**src/sv/urp_pkg.sv**
```systemverilog
// shared types and constants for the undo record parser
package urp_pkg;

   localparam int unsigned COIN_BYTES = 46;

   // command codes of an input transaction
   localparam logic CMD_BEGIN = 1'b0;
   localparam logic CMD_DATA  = 1'b1;

   // parser phases
   localparam logic [3:0] PH_IDLE = 4'd0;
   localparam logic [3:0] PH_TXC  = 4'd1;
   localparam logic [3:0] PH_CC   = 4'd2;
   localparam logic [3:0] PH_VAL  = 4'd3;
   localparam logic [3:0] PH_HGT  = 4'd4;
   localparam logic [3:0] PH_CB   = 4'd5;
   localparam logic [3:0] PH_SP   = 4'd6;
   localparam logic [3:0] PH_HASH = 4'd7;
   localparam logic [3:0] PH_FIN  = 4'd8;

   // result kinds
   localparam logic [2:0] KIND_TX_COUNT   = 3'd0;
   localparam logic [2:0] KIND_COIN_COUNT = 3'd1;
   localparam logic [2:0] KIND_VALUE      = 3'd2;
   localparam logic [2:0] KIND_HEIGHT     = 3'd3;
   localparam logic [2:0] KIND_FLAGS      = 3'd4;
   localparam logic [2:0] KIND_HASH_WORD  = 3'd5;
   localparam logic [2:0] KIND_DONE       = 3'd6;
   localparam logic [2:0] KIND_ERROR      = 3'd7;

   // error codes
   localparam logic [2:0] ERR_NONE            = 3'd0;
   localparam logic [2:0] ERR_TOO_SHORT       = 3'd1;
   localparam logic [2:0] ERR_TX_COUNT        = 3'd2;
   localparam logic [2:0] ERR_TRUNC_COUNT     = 3'd3;
   localparam logic [2:0] ERR_COIN_COUNT      = 3'd4;
   localparam logic [2:0] ERR_TRUNC_COINS     = 3'd5;

   // csr register indexes
   localparam logic REG_MAX_COUNT = 1'b0;

   // one queued input transaction
   typedef struct packed {
      logic        cmd;
      logic [7:0]  data_byte;
      logic [31:0] record_length;
   } entry_type;

   // queue head as seen by the parser
   typedef struct packed {
      logic      valid;
      entry_type entry;
   } head_type;

endpackage

```
**src/sv/urp_front.sv**
```systemverilog
// input front end: accepts transactions into a two-entry queue
module urp_front (
   input  logic                clock,
   input  logic                reset,
   input  logic                req_valid,
   output logic                req_ready,
   input  logic                req_cmd,
   input  logic [7:0]          req_data_byte,
   input  logic [31:0]         req_record_length,
   output urp_pkg::head_type   head,
   input  logic                pop
);
   import urp_pkg::*;

   entry_type   entry_ff [2];
   logic        wr_ptr_ff, wr_ptr_in;
   logic        rd_ptr_ff, rd_ptr_in;
   logic [1:0]  count_ff, count_in;
   logic        push;
   logic        do_pop;

   assign req_ready = (count_ff != 2'd2);
   assign push      = req_valid && req_ready;
   assign do_pop    = pop && (count_ff != 2'd0);

   assign head.valid = (count_ff != 2'd0);
   assign head.entry = entry_ff[rd_ptr_ff];

   always_comb begin
      wr_ptr_in = wr_ptr_ff ^ push;
      rd_ptr_in = rd_ptr_ff ^ do_pop;
      count_in  = count_ff + {1'b0, push} - {1'b0, do_pop};
   end

   always_ff @(posedge clock) begin
      if (reset) begin
         wr_ptr_ff <= 1'b0;
         rd_ptr_ff <= 1'b0;
         count_ff  <= 2'd0;
      end else begin
         wr_ptr_ff <= wr_ptr_in;
         rd_ptr_ff <= rd_ptr_in;
         count_ff  <= count_in;
      end
   end

   always_ff @(posedge clock) begin
      if (push) begin
         entry_ff[wr_ptr_ff] <= '{cmd: req_cmd, data_byte: req_data_byte,
                                  record_length: req_record_length};
      end
   end

   a_count_bound: assert property (@(posedge clock) disable iff (reset)
      count_ff != 2'd3)
      else $error("queue count out of range");

   a_pop_needs_data: assert property (@(posedge clock) disable iff (reset)
      count_ff == 2'd0 && !push |=> count_ff == 2'd0)
      else $error("queue count moved without a push");

endmodule

```
**src/sv/urp_back.sv**
```systemverilog
// parser back end: decodes queued bytes and holds the result register
module urp_back (
   input  logic                clock,
   input  logic                reset,
   input  urp_pkg::head_type   head,
   output logic                pop,
   input  logic [15:0]         max_count,
   output logic                rsp_valid,
   input  logic                rsp_ready,
   output logic [2:0]          rsp_kind,
   output logic [63:0]         rsp_data,
   output logic [1:0]          rsp_hash_word_index,
   output logic [15:0]         rsp_tx_index,
   output logic [15:0]         rsp_coin_index,
   output logic [2:0]          rsp_error_code
);
   import urp_pkg::*;

   localparam logic [5:0] COIN_MULT = 6'(COIN_BYTES);

   logic [3:0]  phase_ff, phase_in;
   logic [5:0]  fbc_ff, fbc_in;
   logic [63:0] acc_ff, acc_in;
   logic [31:0] offset_ff, offset_in;
   logic [31:0] length_ff, length_in;
   logic [15:0] tx_total_ff, tx_total_in;
   logic [15:0] tx_pos_ff, tx_pos_in;
   logic [15:0] coin_total_ff, coin_total_in;
   logic [15:0] coin_pos_ff, coin_pos_in;

   logic        rsp_valid_ff, rsp_valid_in;
   logic [2:0]  rsp_kind_ff;
   logic [63:0] rsp_data_ff;
   logic [1:0]  rsp_hwi_ff;
   logic [15:0] rsp_tx_ff;
   logic [15:0] rsp_coin_ff;
   logic [2:0]  rsp_err_ff;

   logic        advance;
   logic        emit;
   logic [2:0]  e_kind;
   logic [63:0] e_data;
   logic [1:0]  e_hwi;
   logic [15:0] e_tx;
   logic [15:0] e_coin;
   logic [2:0]  e_err;

   logic [7:0]  b;
   logic [63:0] acc_take;
   logic [5:0]  fbc_take;
   logic [31:0] off_take;
   logic [31:0] v32;
   logic        over_max;
   logic [21:0] coin_span;
   logic [32:0] coin_end;
   logic [15:0] tx_next;
   logic [15:0] coin_next;

   assign advance = head.valid && (!rsp_valid_ff || rsp_ready);
   assign pop     = advance;

   assign b         = head.entry.data_byte;
   assign acc_take  = acc_ff | ({56'd0, b} << {fbc_ff[2:0], 3'b000});
   assign fbc_take  = fbc_ff + 6'd1;
   assign off_take  = offset_ff + 32'd1;
   assign v32       = acc_take[31:0];
   assign over_max  = v32 > {16'd0, max_count};
   assign coin_span = {6'd0, v32[15:0]} * {16'd0, COIN_MULT};
   assign coin_end  = {1'b0, off_take} + {11'd0, coin_span};
   assign tx_next   = tx_pos_ff + 16'd1;
   assign coin_next = coin_pos_ff + 16'd1;

   always_comb begin
      phase_in      = phase_ff;
      fbc_in        = fbc_ff;
      acc_in        = acc_ff;
      offset_in     = offset_ff;
      length_in     = length_ff;
      tx_total_in   = tx_total_ff;
      tx_pos_in     = tx_pos_ff;
      coin_total_in = coin_total_ff;
      coin_pos_in   = coin_pos_ff;
      emit   = 1'b0;
      e_kind = KIND_ERROR;
      e_data = 64'd0;
      e_hwi  = 2'd0;
      e_tx   = tx_pos_ff;
      e_coin = coin_pos_ff;
      e_err  = ERR_NONE;

      if (head.entry.cmd == CMD_BEGIN) begin
         length_in     = head.entry.record_length;
         offset_in     = 32'd0;
         tx_total_in   = 16'd0;
         tx_pos_in     = 16'd0;
         coin_total_in = 16'd0;
         coin_pos_in   = 16'd0;
         phase_in      = PH_TXC;
         fbc_in        = 6'd0;
         acc_in        = 64'd0;
         if (head.entry.record_length < 32'd4) begin
            phase_in = PH_IDLE;
            emit     = 1'b1;
            e_tx     = 16'd0;
            e_coin   = 16'd0;
            e_err    = ERR_TOO_SHORT;
         end
      end else begin
         case (phase_ff)
            PH_TXC: begin
               acc_in    = acc_take;
               fbc_in    = fbc_take;
               offset_in = off_take;
               if (fbc_take == 6'd4) begin
                  emit = 1'b1;
                  if (over_max) begin
                     phase_in = PH_IDLE;
                     e_err    = ERR_TX_COUNT;
                  end else begin
                     tx_total_in = v32[15:0];
                     phase_in    = (v32 == 32'd0) ? PH_FIN : PH_CC;
                     fbc_in      = 6'd0;
                     acc_in      = 64'd0;
                     e_kind      = KIND_TX_COUNT;
                     e_data      = {32'd0, v32};
                  end
               end
            end
            PH_CC: begin
               if (fbc_ff == 6'd0 && ({1'b0, offset_ff} + 33'd4) > {1'b0, length_ff}) begin
                  emit     = 1'b1;
                  phase_in = PH_IDLE;
                  e_err    = ERR_TRUNC_COUNT;
               end else begin
                  acc_in    = acc_take;
                  fbc_in    = fbc_take;
                  offset_in = off_take;
                  if (fbc_take == 6'd4) begin
                     emit = 1'b1;
                     if (over_max) begin
                        phase_in = PH_IDLE;
                        e_err    = ERR_COIN_COUNT;
                     end else if (coin_end > {1'b0, length_ff}) begin
                        phase_in = PH_IDLE;
                        e_err    = ERR_TRUNC_COINS;
                     end else begin
                        coin_total_in = v32[15:0];
                        coin_pos_in   = 16'd0;
                        e_kind        = KIND_COIN_COUNT;
                        e_data        = {32'd0, v32};
                        e_coin        = 16'd0;
                        fbc_in        = 6'd0;
                        acc_in        = 64'd0;
                        if (v32 == 32'd0) begin
                           tx_pos_in = tx_next;
                           phase_in  = (tx_next >= tx_total_ff) ? PH_FIN : PH_CC;
                        end else begin
                           phase_in = PH_VAL;
                        end
                     end
                  end
               end
            end
            PH_VAL: begin
               acc_in    = acc_take;
               fbc_in    = fbc_take;
               offset_in = off_take;
               if (fbc_take == 6'd8) begin
                  emit     = 1'b1;
                  e_kind   = KIND_VALUE;
                  e_data   = acc_take;
                  phase_in = PH_HGT;
                  fbc_in   = 6'd0;
                  acc_in   = 64'd0;
               end
            end
            PH_HGT: begin
               acc_in    = acc_take;
               fbc_in    = fbc_take;
               offset_in = off_take;
               if (fbc_take == 6'd4) begin
                  emit     = 1'b1;
                  e_kind   = KIND_HEIGHT;
                  e_data   = acc_take;
                  phase_in = PH_CB;
                  fbc_in   = 6'd0;
                  acc_in   = 64'd0;
               end
            end
            PH_CB: begin
               offset_in = off_take;
               phase_in  = PH_SP;
               acc_in    = {63'd0, (b != 8'd0)};
            end
            PH_SP: begin
               offset_in = off_take;
               emit      = 1'b1;
               e_kind    = KIND_FLAGS;
               e_data    = acc_ff | {62'd0, (b != 8'd0), 1'b0};
               phase_in  = PH_HASH;
               fbc_in    = 6'd0;
               acc_in    = 64'd0;
            end
            PH_HASH: begin
               acc_in    = acc_take;
               fbc_in    = fbc_take;
               offset_in = off_take;
               if (fbc_take[2:0] == 3'd0) begin
                  emit   = 1'b1;
                  e_kind = KIND_HASH_WORD;
                  e_data = acc_take;
                  e_hwi  = fbc_ff[4:3];
                  acc_in = 64'd0;
                  if (fbc_take >= 6'd32) begin
                     fbc_in = 6'd0;
                     if (coin_next >= coin_total_ff) begin
                        tx_pos_in   = tx_next;
                        coin_pos_in = 16'd0;
                        phase_in    = (tx_next >= tx_total_ff) ? PH_FIN : PH_CC;
                     end else begin
                        coin_pos_in = coin_next;
                        phase_in    = PH_VAL;
                     end
                  end
               end
            end
            PH_FIN: begin
               emit     = 1'b1;
               e_kind   = KIND_DONE;
               e_data   = {32'd0, offset_ff};
               phase_in = PH_IDLE;
            end
            default: begin
               phase_in = phase_ff;
            end
         endcase
      end
   end

   always_comb begin
      if (advance) begin
         rsp_valid_in = emit;
      end else if (rsp_ready) begin
         rsp_valid_in = 1'b0;
      end else begin
         rsp_valid_in = rsp_valid_ff;
      end
   end

   always_ff @(posedge clock) begin
      if (reset) begin
         phase_ff     <= PH_IDLE;
         rsp_valid_ff <= 1'b0;
      end else begin
         rsp_valid_ff <= rsp_valid_in;
         if (advance) begin
            phase_ff <= phase_in;
         end
      end
   end

   always_ff @(posedge clock) begin
      if (advance) begin
         fbc_ff        <= fbc_in;
         acc_ff        <= acc_in;
         offset_ff     <= offset_in;
         length_ff     <= length_in;
         tx_total_ff   <= tx_total_in;
         tx_pos_ff     <= tx_pos_in;
         coin_total_ff <= coin_total_in;
         coin_pos_ff   <= coin_pos_in;
      end
      if (advance && emit) begin
         rsp_kind_ff <= e_kind;
         rsp_data_ff <= e_data;
         rsp_hwi_ff  <= e_hwi;
         rsp_tx_ff   <= e_tx;
         rsp_coin_ff <= e_coin;
         rsp_err_ff  <= e_err;
      end
   end

   assign rsp_valid           = rsp_valid_ff;
   assign rsp_kind            = rsp_kind_ff;
   assign rsp_data            = rsp_data_ff;
   assign rsp_hash_word_index = rsp_hwi_ff;
   assign rsp_tx_index        = rsp_tx_ff;
   assign rsp_coin_index      = rsp_coin_ff;
   assign rsp_error_code      = rsp_err_ff;

   a_error_has_code: assert property (@(posedge clock) disable iff (reset)
      rsp_valid_ff && rsp_kind_ff == KIND_ERROR |-> rsp_err_ff != ERR_NONE)
      else $error("error result without error code");

   a_error_goes_idle: assert property (@(posedge clock) disable iff (reset)
      advance && emit && e_kind == KIND_ERROR |=> phase_ff == PH_IDLE)
      else $error("parser did not stop after error");

   a_hash_count: assert property (@(posedge clock) disable iff (reset)
      phase_ff == PH_HASH |-> fbc_ff < 6'd32)
      else $error("hash byte count out of range");

endmodule

```
**src/sv/undo_record_parser.sv**
```systemverilog
// top level of the undo record parser with its csr port
//
// usage:
//   req_* carries one transaction per handshake: req_cmd low starts a record of
//   req_record_length bytes, req_cmd high delivers the next record byte in
//   req_data_byte. every decoded field (counts, value, height, flags, hash
//   words, done, error) leaves as one rsp_* transaction; most bytes give none.
//   csr_* is an apb-style port; max_count sits at address 0 and caps both the
//   transaction count and each coin count. write it only while the block is idle.
// throughput and data path:
//   one transaction per cycle sustained while rsp_ready stays high. an input
//   transaction is written into the queue, then the parser decodes the queue
//   head into the result register; it takes one byte per cycle unless stalled.
// stalls:
//   a two-entry queue sits between the input side and the parser, and the
//   result register is loaded whenever it is empty or being drained, so while
//   rsp_ready is low the queue still takes up to two transactions.
// reset:
//   synchronous, active high; empties the queue and result register, sets the
//   parser idle (bytes ignored until a begin) and max_count back to 65535
module undo_record_parser (
   input  logic         clock,
   input  logic         reset,
   input  logic         req_valid,
   output logic         req_ready,
   input  logic         req_cmd,
   input  logic [7:0]   req_data_byte,
   input  logic [31:0]  req_record_length,
   output logic         rsp_valid,
   input  logic         rsp_ready,
   output logic [2:0]   rsp_kind,
   output logic [63:0]  rsp_data,
   output logic [1:0]   rsp_hash_word_index,
   output logic [15:0]  rsp_tx_index,
   output logic [15:0]  rsp_coin_index,
   output logic [2:0]   rsp_error_code,
   input  logic         csr_psel,
   input  logic         csr_penable,
   input  logic         csr_pwrite,
   input  logic [2:0]   csr_paddr,
   input  logic [31:0]  csr_pwdata,
   output logic [31:0]  csr_prdata,
   output logic         csr_pready
);
   import urp_pkg::*;

   logic [15:0] max_count_ff, max_count_in;
   logic        csr_write;
   head_type    head;
   logic        pop;

   // csr: single register, word address taken from paddr bit 2
   assign csr_pready = 1'b1;
   assign csr_write  = csr_psel && csr_penable && csr_pwrite && csr_pready;
   assign csr_prdata = (csr_paddr[2] == REG_MAX_COUNT) ? {16'd0, max_count_ff} : 32'd0;

   always_comb begin
      max_count_in = max_count_ff;
      if (csr_write && csr_paddr[2] == REG_MAX_COUNT) begin
         max_count_in = csr_pwdata[15:0];
      end
   end

   always_ff @(posedge clock) begin
      if (reset) begin
         max_count_ff <= 16'hFFFF;
      end else begin
         max_count_ff <= max_count_in;
      end
   end

   // front end: input queue
   urp_front u_front (
      .clock             (clock),
      .reset             (reset),
      .req_valid         (req_valid),
      .req_ready         (req_ready),
      .req_cmd           (req_cmd),
      .req_data_byte     (req_data_byte),
      .req_record_length (req_record_length),
      .head              (head),
      .pop               (pop)
   );

   // back end: byte parser and result register
   urp_back u_back (
      .clock               (clock),
      .reset               (reset),
      .head                (head),
      .pop                 (pop),
      .max_count           (max_count_ff),
      .rsp_valid           (rsp_valid),
      .rsp_ready           (rsp_ready),
      .rsp_kind            (rsp_kind),
      .rsp_data            (rsp_data),
      .rsp_hash_word_index (rsp_hash_word_index),
      .rsp_tx_index        (rsp_tx_index),
      .rsp_coin_index      (rsp_coin_index),
      .rsp_error_code      (rsp_error_code)
   );

endmodule

```
**config.mk**
```make
export PLATFORM = sky130hd
export DESIGN_NAME = undo_record_parser
export DESIGN_NICKNAME = d
export VERILOG_FILES = /design/src/sv/urp_pkg.sv /design/src/sv/urp_front.sv /design/src/sv/urp_back.sv /design/src/sv/undo_record_parser.sv
export SDC_FILE = /design/constraint.sdc
export NUM_CORES = 1
export LEC_CHECK = 0
export BUFFER_PORTS_ARGS = -buffer_cell sky130_fd_sc_hd__clkbuf_2
export CAP_MARGIN = 40
export CORE_MARGIN = 2
export CORE_UTILIZATION = 50
export CTS_CLUSTER_DIAMETER = 150
export DETAILED_ROUTE_END_ITERATION = 10
export PLACE_DENSITY = 0.81
export SLEW_MARGIN = 20
export SYNTH_ARGS = -nofsm -noshare
export SYNTH_HDL_FRONTEND = slang
export SYNTH_SLANG_ARGS = --single-unit
```
**constraint.sdc**
```tcl
create_clock -name clock -period 11.75 [get_ports clock]
set_input_delay 0 -clock clock [delete_from_list [all_inputs] [get_ports clock]]
set_output_delay 0 -clock clock [all_outputs]
set_load 0.01 [all_outputs]
```
**Word level (Yosys, flattened, before mapping)**

Memory sizes are Yosys's and may differ from the RTL's. A register that Yosys moved wholly into a read port is not among the register bits.
Index checks and enable logic that the tools add are counted.

- Add/sub/neg operators: 8
- $mul: 1
- $lt $le $gt $ge: 7
- Eq/ne operators: 34
- Shifts and indexed selects: 1
- Multiplexer cells: 112
- Bitwise logic cells: 6
- Reductions and logical operators: 29

Operator list:

| kind | number |
|---|---|
| $mux W64 | 16 |
| $pmux W64 S7 | 2 |
| $mux W16 | 29 |
| $mux W32 | 3 |
| $gt A33 B32 Y1 | 2 |
| $or A64 B2 Y64 | 1 |
| $or A64 B64 Y64 | 1 |
| $pmux W16 S2 | 2 |
| $pmux W32 S2 | 1 |
| $shl A8 B6 Y64 | 1 |
| $mux W4 | 15 |
| $mux W6 | 10 |
| $mux W3 | 14 |
| $ne A3 B3 Y1 const B | 13 |
| $pmux W6 S6 | 1 |
| $add A32 B22 Y33 | 1 |
| $add A32 B3 Y33 const B | 1 |
| $add A16 B1 Y16 const B | 2 |
| $add A32 B1 Y32 const B | 1 |
| $ge A16 B16 Y1 | 2 |
| $gt A32 B16 Y1 | 1 |
| $logic_not A32 Y1 | 1 |
| $lt A32 B3 Y1 const B | 1 |
| $pmux W4 S8 | 1 |
| other kinds (38) | 76 |

- Register bits: 327
- Bits in writable memories: 82
- Logic and storage cells: 219
- Memories kept: 1

Memories:

| memory | depth | width | read ports | clocked after Yosys merged registers in | write ports | RTL line | source |
|---|---|---|---|---|---|---|---|
| u_front.entry_ff | 2 | 41 | 1 | 1 | 1 | urp_front.sv:15 | `entry_type entry_ff [2];` |

**Depth between registers and ports, before layout**

Gate-level depths: netlist (run 1).

- Depth after elaboration: 11
- Gate-level depth with buffers: 40

**Modules after synthesis**

A second synthesis (run 1) with hierarchy kept.

- Cells, all modules: 2298
- Area total of the unflattened synthesis: 24698.7 um^2

Modules (own cells, without submodules):

| module | times used | cells each | area an instance (um^2) | seq. area each (um^2) |
|---|---|---|---|---|
| urp_back | 1 | 2037 | 20608.5 | 9168.8 |
| urp_front | 1 | 155 | 3183.1 | 2542.4 |
| undo_record_parser | 1 | 106 | 907.1 | 320.3 |

**Least setup slack after synthesis (run 1)**

No wires, ideal clock.

- Path kind: register -> register
- Start point: reg, netlist name u_front.rd_ptr_ff
- End point: reg u_back.tx_pos_ff[0] (enable)
- Library setup time: 0.414 ns
- Arrival: 9.463 ns
- Setup slack: 1.873 ns
- Stages on the path, launching flop included: 40
- Path buffers: 4
- Path through: dfxtp_1 buf_2 buf_1 mux2_2 a21oi_1 inv_1 ha_1 inv_1 fa_1 inv_1 fa_1 ha_1 o21a_1 o31ai_1 a211o_1 o21ai_0 o21a_1 nor2_1 [... 4 more ...] a211oi_1 nor3b_1 or3_1 nand2_1 o21ai_0 nor2_1 xnor2_1 ha_1 nand4_1 nor3_1 nand2_1 nor4_1 a211oi_1 a211oi_2 buf_6 nand3b_1 buf_2 o31ai_1

RTL lines:

| item | RTL line | source |
|---|---|---|
| end signal: assignment | urp_back.sv:269 | `tx_pos_ff <= tx_pos_in;` |
| end: declaration | urp_back.sv:27 | `logic [15:0] tx_pos_ff, tx_pos_in;` |

==> results.yml, run 1 <==
status:
  outcome: "complete, no violations"
placement:
  dp_hpwl_mm: 46.68
  io_buffers: 186
  gp_congestion: 0.9603
  place_area_um2: 26270
sta:
  rsz0062_at_grt: "no"
  period_minus_slack_ns: 10.78
  skew_ns: 0.04600
  slew-limit-headroom: 0.3975
  fmax_ghz: 0.09273
  setup_tns_ns: 0
  finalHoldViolations: 0
  setup_viol: 0
  timing.final.crit_share: 0.9178
  worst_pin_slew_ns: 0.8943
  slew_violations: 0
min_path:
  hold_path.class: "in2reg"
  worstHoldStart: "csr_penable"
clocking:
  insertion_delay_ns: 0.59
  cts_resized: 0
  clock_sinks: 409
  cts.path.max_buffers: 3
  cts_buffers: 44
  post_cts.repair.setup_buffers: 0
  cts_max_level: 2
  clkTransAtPathRegs_ns: 0.06
  cts_tree: "built"
  root_buffer: "clkbuf_16"
  hold_buffers: 67
detailed_routing:
  m1WireLength_mm: 24.98
  drt_first_pass_iters: 6
  routed_via_density: 5.872
  remaining_drc_errors: 0
  vias: 18760
  totalWireLength_mm: 64.65
  wl_met3_mm: 4.967
  first_iter_violations: 1936
  wl_met2_mm: 31.00
  dr.max_layer_used: "met5"
  antenna_left: 0
  wl_per_cell_um: 20.23
floorplanning:
  die_w_um: 226.2
  ios: 222
  rows: 81
  coreArea_um2: 48850
  floorplan.initialDensity: 0.5055
  die_y_um: 226.2
  dieArea_um2: 51180
critical_path:
  r2r_start: "u_front.rd_ptr_ff"
  critPathMaxStageDelay_ns: 0.65
  start_kind: "flop"
  cp-end-kind: "flop"
  worstPathArrival_ns: 11.05
  slowest_stage: "a211oi_2"
  startpoint: "u_front.rd_ptr_ff"
  path_max_fanout: 63
  worst_path_most_repeated_cell: "ha_1"
  crit_required_ns: 12.02
  crit_type: "reg2reg"
  r2r_slack_ns: 0.97
synthesis:
  synthAdderAreaFrac: 0.1166
  synthMuxAreaShare: 0.02082
  synth-simple-area-share: 0.1464
  synth_xor_area_frac: 0.04611
  synth_warnings: 0
  yosysTopAreaCell: "edfxtp_1"
  yosys_most_used_dff: "edfxtp_1"
  synth_compound_area_frac: 0.1302
  synth.distinct_cells: 89
  synthTopCellsByArea: "edfxtp_1, ha_1, nor2_1"
  synth_edf_count: 384
  synth_top_family_by_area: "simple AND/OR/NAND/NOR gates"
  synth.most_common_cell: "edfxtp_1"
  synth_common_cells: "edfxtp_1, nor2_1, ha_1"
  ys_async_sr_fraction: 0
  syn_avg_cell_area_um2: 10.93
  yosysSeqAreaShare: 0.4872
  ys_ff_latch: 409
  synth_cells: 2260
  synth_top_area_frac: 0.4670
  syn-cell-area_um2: 24690
grt:
  overflow: 0
  antenna_found_initial: 1
  grt_usage: 0.2535
  grt_pass1_wl_mm: 101.2
  grt_max_degree: 66
  grt_pass1_vias: 18760
run:
  maxCapViolations: 0
layout:
  area.growth.synth_to_final_pct: 15.19
  fin_nets: 2794
  n_antenna_cell: 0
  nFillCells: 3876
  final_area_um2: 28440
  drive_above_1_share: 0.1655
[cell families after synthesis]
group | count (synthesis)
compound gates | 460
xor+xnor | 130
fa+ha+maj | 214
buf+inv | 292
flops | 409
mux | 46
other cells | 2
simple gates | 707
[layer usage]
layer / vias to the layer above / GRT usage
met5: - / 0
met4: 2 / 0.1407
met3: 217 / 0.03877
met2: 898 / 0.4209
met1: 8947 / 0.3176
li1: 8697 / -
[final cells by class]
class / count / area [um^2] / share of cell area
well taps: 664 / 830.8 / 0.02921
clock buffers: 57 / 1190 / 0.04183
repair buffers: 299 / 2032 / 0.07144
clock inverters: 23 / 249.0 / 0.008754
inverters: 169 / 634.4 / 0.02230
multi-input cells: 1574 / 11470 / 0.4034
flip-flops and latches: 409 / 12030 / 0.4230
[state kept, by name, summed over array words and instances (netlist names), 32 cells and up]
signal,flops
u_front.entry_ff,82
u_back.acc_ff,64
u_back.rsp_data,64
u_back.length_ff,32
u_back.offset_ff,32
[worst max-delay path: cells and delay by family (launching register included)]
family	cells	cell delay (ns)
xor+xnor	2	0.29
fa+ha+maj	6	2.33
buf+inv	5	1.21
simple gates	12	2.08
mux	1	0.55
compound gates	10	3.48
flops	1	0.48
[per-stage QoR]
stage               hold WS (ns)  utilization  instances  worst slack [ns]
floorplan                0.09887            -       2275             1.873
detailed placement        0.1922       0.5378       3043             1.199
global placement          0.1884       0.5351       3034            0.9089
CTS                       0.1017       0.5809       3190             1.123
global route              0.1332       0.5823       3195            0.3890
finish                    0.1373       0.5823       3195            0.9661
[path summary, 6_finish.rpt]
path | endpoint | depth (start not counted)
worst min-delay path | max_count_ff[3] | 4
worst min register to register | max_count_ff[13] | 2
worst max register to register | u_back.acc_ff[26] | 36
worst max-delay path | u_back.acc_ff[26] | 36
[placed cells by master, fill, tap and decap left out, drive strengths merged, types with 45 or more instances in the layout]
cell / synthesis / routed
nand3: 54 / 54
edfxtp: 384 / 384
buf: 65 / 45
nor2: 238 / 238
a21oi: 139 / 139
ha: 187 / 187
and2: 77 / 77
xor2: 57 / 57
a22oi: 64 / 64
inv: 167 / 171
dlygate4sd3: 0 / 67
clkbuf: 58 / 244
o21ai: 51 / 51
nand2: 118 / 118
xnor2: 73 / 73
Power of run 1 is left out: the tool's default activity adds up to more than one toggle a clock period on the data nets, which glitch-free logic cannot reach.
==> inputs of run 2 (changes only) <==
--- a/config.mk
+++ b/config.mk
@@ -7,11 +7,13 @@
 export LEC_CHECK = 0
 export BUFFER_PORTS_ARGS = -buffer_cell sky130_fd_sc_hd__clkbuf_2
 export CAP_MARGIN = 40
+export CELL_PAD_IN_SITES_DETAIL_PLACEMENT = 1
+export CELL_PAD_IN_SITES_GLOBAL_PLACEMENT = 2
 export CORE_MARGIN = 2
-export CORE_UTILIZATION = 50
+export CORE_UTILIZATION = 40
 export CTS_CLUSTER_DIAMETER = 150
 export DETAILED_ROUTE_END_ITERATION = 10
-export PLACE_DENSITY = 0.81
+export PLACE_DENSITY = 0.92
 export SLEW_MARGIN = 20
 export SYNTH_ARGS = -nofsm -noshare
 export SYNTH_HDL_FRONTEND = slang
==> run 2 against run 1 <==
  * Worst setup slack lost 0.088 ns
  * Hold slack lost 0.036 ns
  * Sequential share of layout area shrank 0.27 points
  * Via count grew 0.46%
  * Largest cell class unchanged
  * Critical endpoint is now u_back.acc_ff[36]
==> results.yml, run 2 (synthesis gave the netlist of run 1 again) <==
layout:
  drive_above_1_share: 0.1677
  layout_commonest_cell: "edfxtp_1"
  largest_register: "u_front.entry_ff"
  largest_register_ffs: 82
  area.growth.synth_to_final_pct: 15.94
  layout_common_cells: "edfxtp_1, nor2_1, clkbuf_2"
  n_antenna_cell: 0
  nFillCells: 6602
  fin_nets: 2800
grt:
  grt_usage: 0.2313
  grt_max_degree: 66
  grt_pass1_wl_mm: 115.1
  grt_pass1_vias: 20190
  overflow: 0
  antenna_found_initial: 0
sta:
  worst_pin_slew_ns: 0.8482
  setup_viol: 0
  skew_ns: 0.03430
  fmax_ghz: 0.09198
  period_minus_slack_ns: 10.87
  setup_tns_ns: 0
  rsz0062_at_grt: "no"
  finalHoldViolations: 0
  slew_violations: 0
  timing.final.crit_share: 0.9253
  slew-limit-headroom: 0.4345
critical_path:
  slowest_stage: "a211oi_2"
  worstPathArrival_ns: 11.18
  crit_buf_inv: 6
  rr_endpoint: "u_back.acc_ff[36]"
  r2r_cells: 38
  r2r_slack_ns: 0.88
  crit_type: "reg2reg"
  cp-end-kind: "flop"
  r2r_start: "u_front.rd_ptr_ff"
  path_delay_family: "compound AO/OA/AOI/OAI gates"
  critPathMaxStageDelay_ns: 0.66
  worst_path_most_repeated_cell: "ha_1"
  crit_required_ns: 12.06
  path_max_fanout: 63
  start_kind: "flop"
floorplanning:
  floorplan.initialDensity: 0.4024
  die_w_um: 252.5
  dieArea_um2: 63740
  ios: 222
  coreArea_um2: 61370
  die_y_um: 252.5
  rows: 91
placement:
  dp_hpwl_mm: 53.20
  gp_congestion: 0.8801
  io_buffers: 186
detailed_routing:
  vias: 18850
  remaining_drc_errors: 0
  wl_per_cell_um: 22.15
  antenna_left: 0
  drt_first_pass_iters: 5
  totalWireLength_mm: 73.77
  routed_via_density: 5.658
  first_iter_violations: 1378
clocking:
  clkTransAtPathRegs_ns: 0.07
  cts_tree: "built"
  cts_max_level: 2
  cts_resized: 0
  root_buffer: "clkbuf_16"
  insertion_delay_ns: 0.61
  clock_sinks: 409
  cts_buffers: 46
  cts.path.max_buffers: 3
min_path:
  holdPathStages: 4
  worstHoldStart: "req_valid"
  whs_endpoint: "u_front.wr_ptr_ff"
  hold_path.class: "in2reg"
run:
  maxCapViolations: 0
status:
  outcome: "complete, no violations"
[run 2: per-stage QoR]
step	cells	instance area (um^2)	hold slack (ns)	setup slack [ns]	util
6_report	3331	28630	0.1009	0.8783	0.4665
3_5_place_dp	3175	26440	0.1930	1.123	0.4308
3_3_place_gp	3165	26330	0.1883	1.385	0.4291
5_1_grt	3331	28630	0.08314	0.3301	0.4665
4_1_cts	3329	28580	0.04191	1.068	0.4657
2_1_floorplan	2275	24750	0.09887	1.873	-
[run 2: cell type report]
class	count	area (um^2)	area share
sequential	409	12030	0.4203
clock inverter	28	259.0	0.009047
clock buffer	58	1206	0.04213
tap	790	988.4	0.03453
inverter	169	634.4	0.02216
timing repair buffer	303	2028	0.07084
multi-input combinational	1574	11480	0.4010
[run 2: worst min-delay path, delay by kind of cell]
kind                       cells  cell delay [ns]
and+or+nand+nor                2             0.37
adders and majority gates      1             0.21
buffers and inverters          1             0.07
[run 2: what timing repair did]
| item | CTS | global route |
|---|---|---|
| hold buffers | 68 | 0 |
| setup buffers | 0 | 0 |
| endpoints found under the hold margin | 107 | 0 |
[run 2: how the worst max path moves through the flow]
stage / startpoint / end / slack [ns] / cells past startpoint
floorplan: u_front.rd_ptr_ff / u_back.tx_pos_ff[0] / 1.87 / 39
global placement: u_front.rd_ptr_ff / u_back.acc_ff[27] / 1.39 / 38
detailed placement: u_front.rd_ptr_ff / u_back.acc_ff[27] / 1.12 / 38
CTS: u_front.rd_ptr_ff / u_back.acc_ff[27] / 1.07 / 38
global route: u_front.rd_ptr_ff / u_back.acc_ff[27] / 0.33 / 38
finish: u_front.rd_ptr_ff / u_back.acc_ff[36] / 0.88 / 38
[run 2: layer usage]
layer	vias up	wire, um	share of wire	global-route usage
li1	8711	-	-	-
met2	603	36990	0.50	0.4054
met5	-	0	0	0
met4	0	2844	0.039	0.08943
met3	137	3603	0.049	0.02915
met1	9397	30330	0.41	0.2900
Power of run 2 is left out for the same reason.
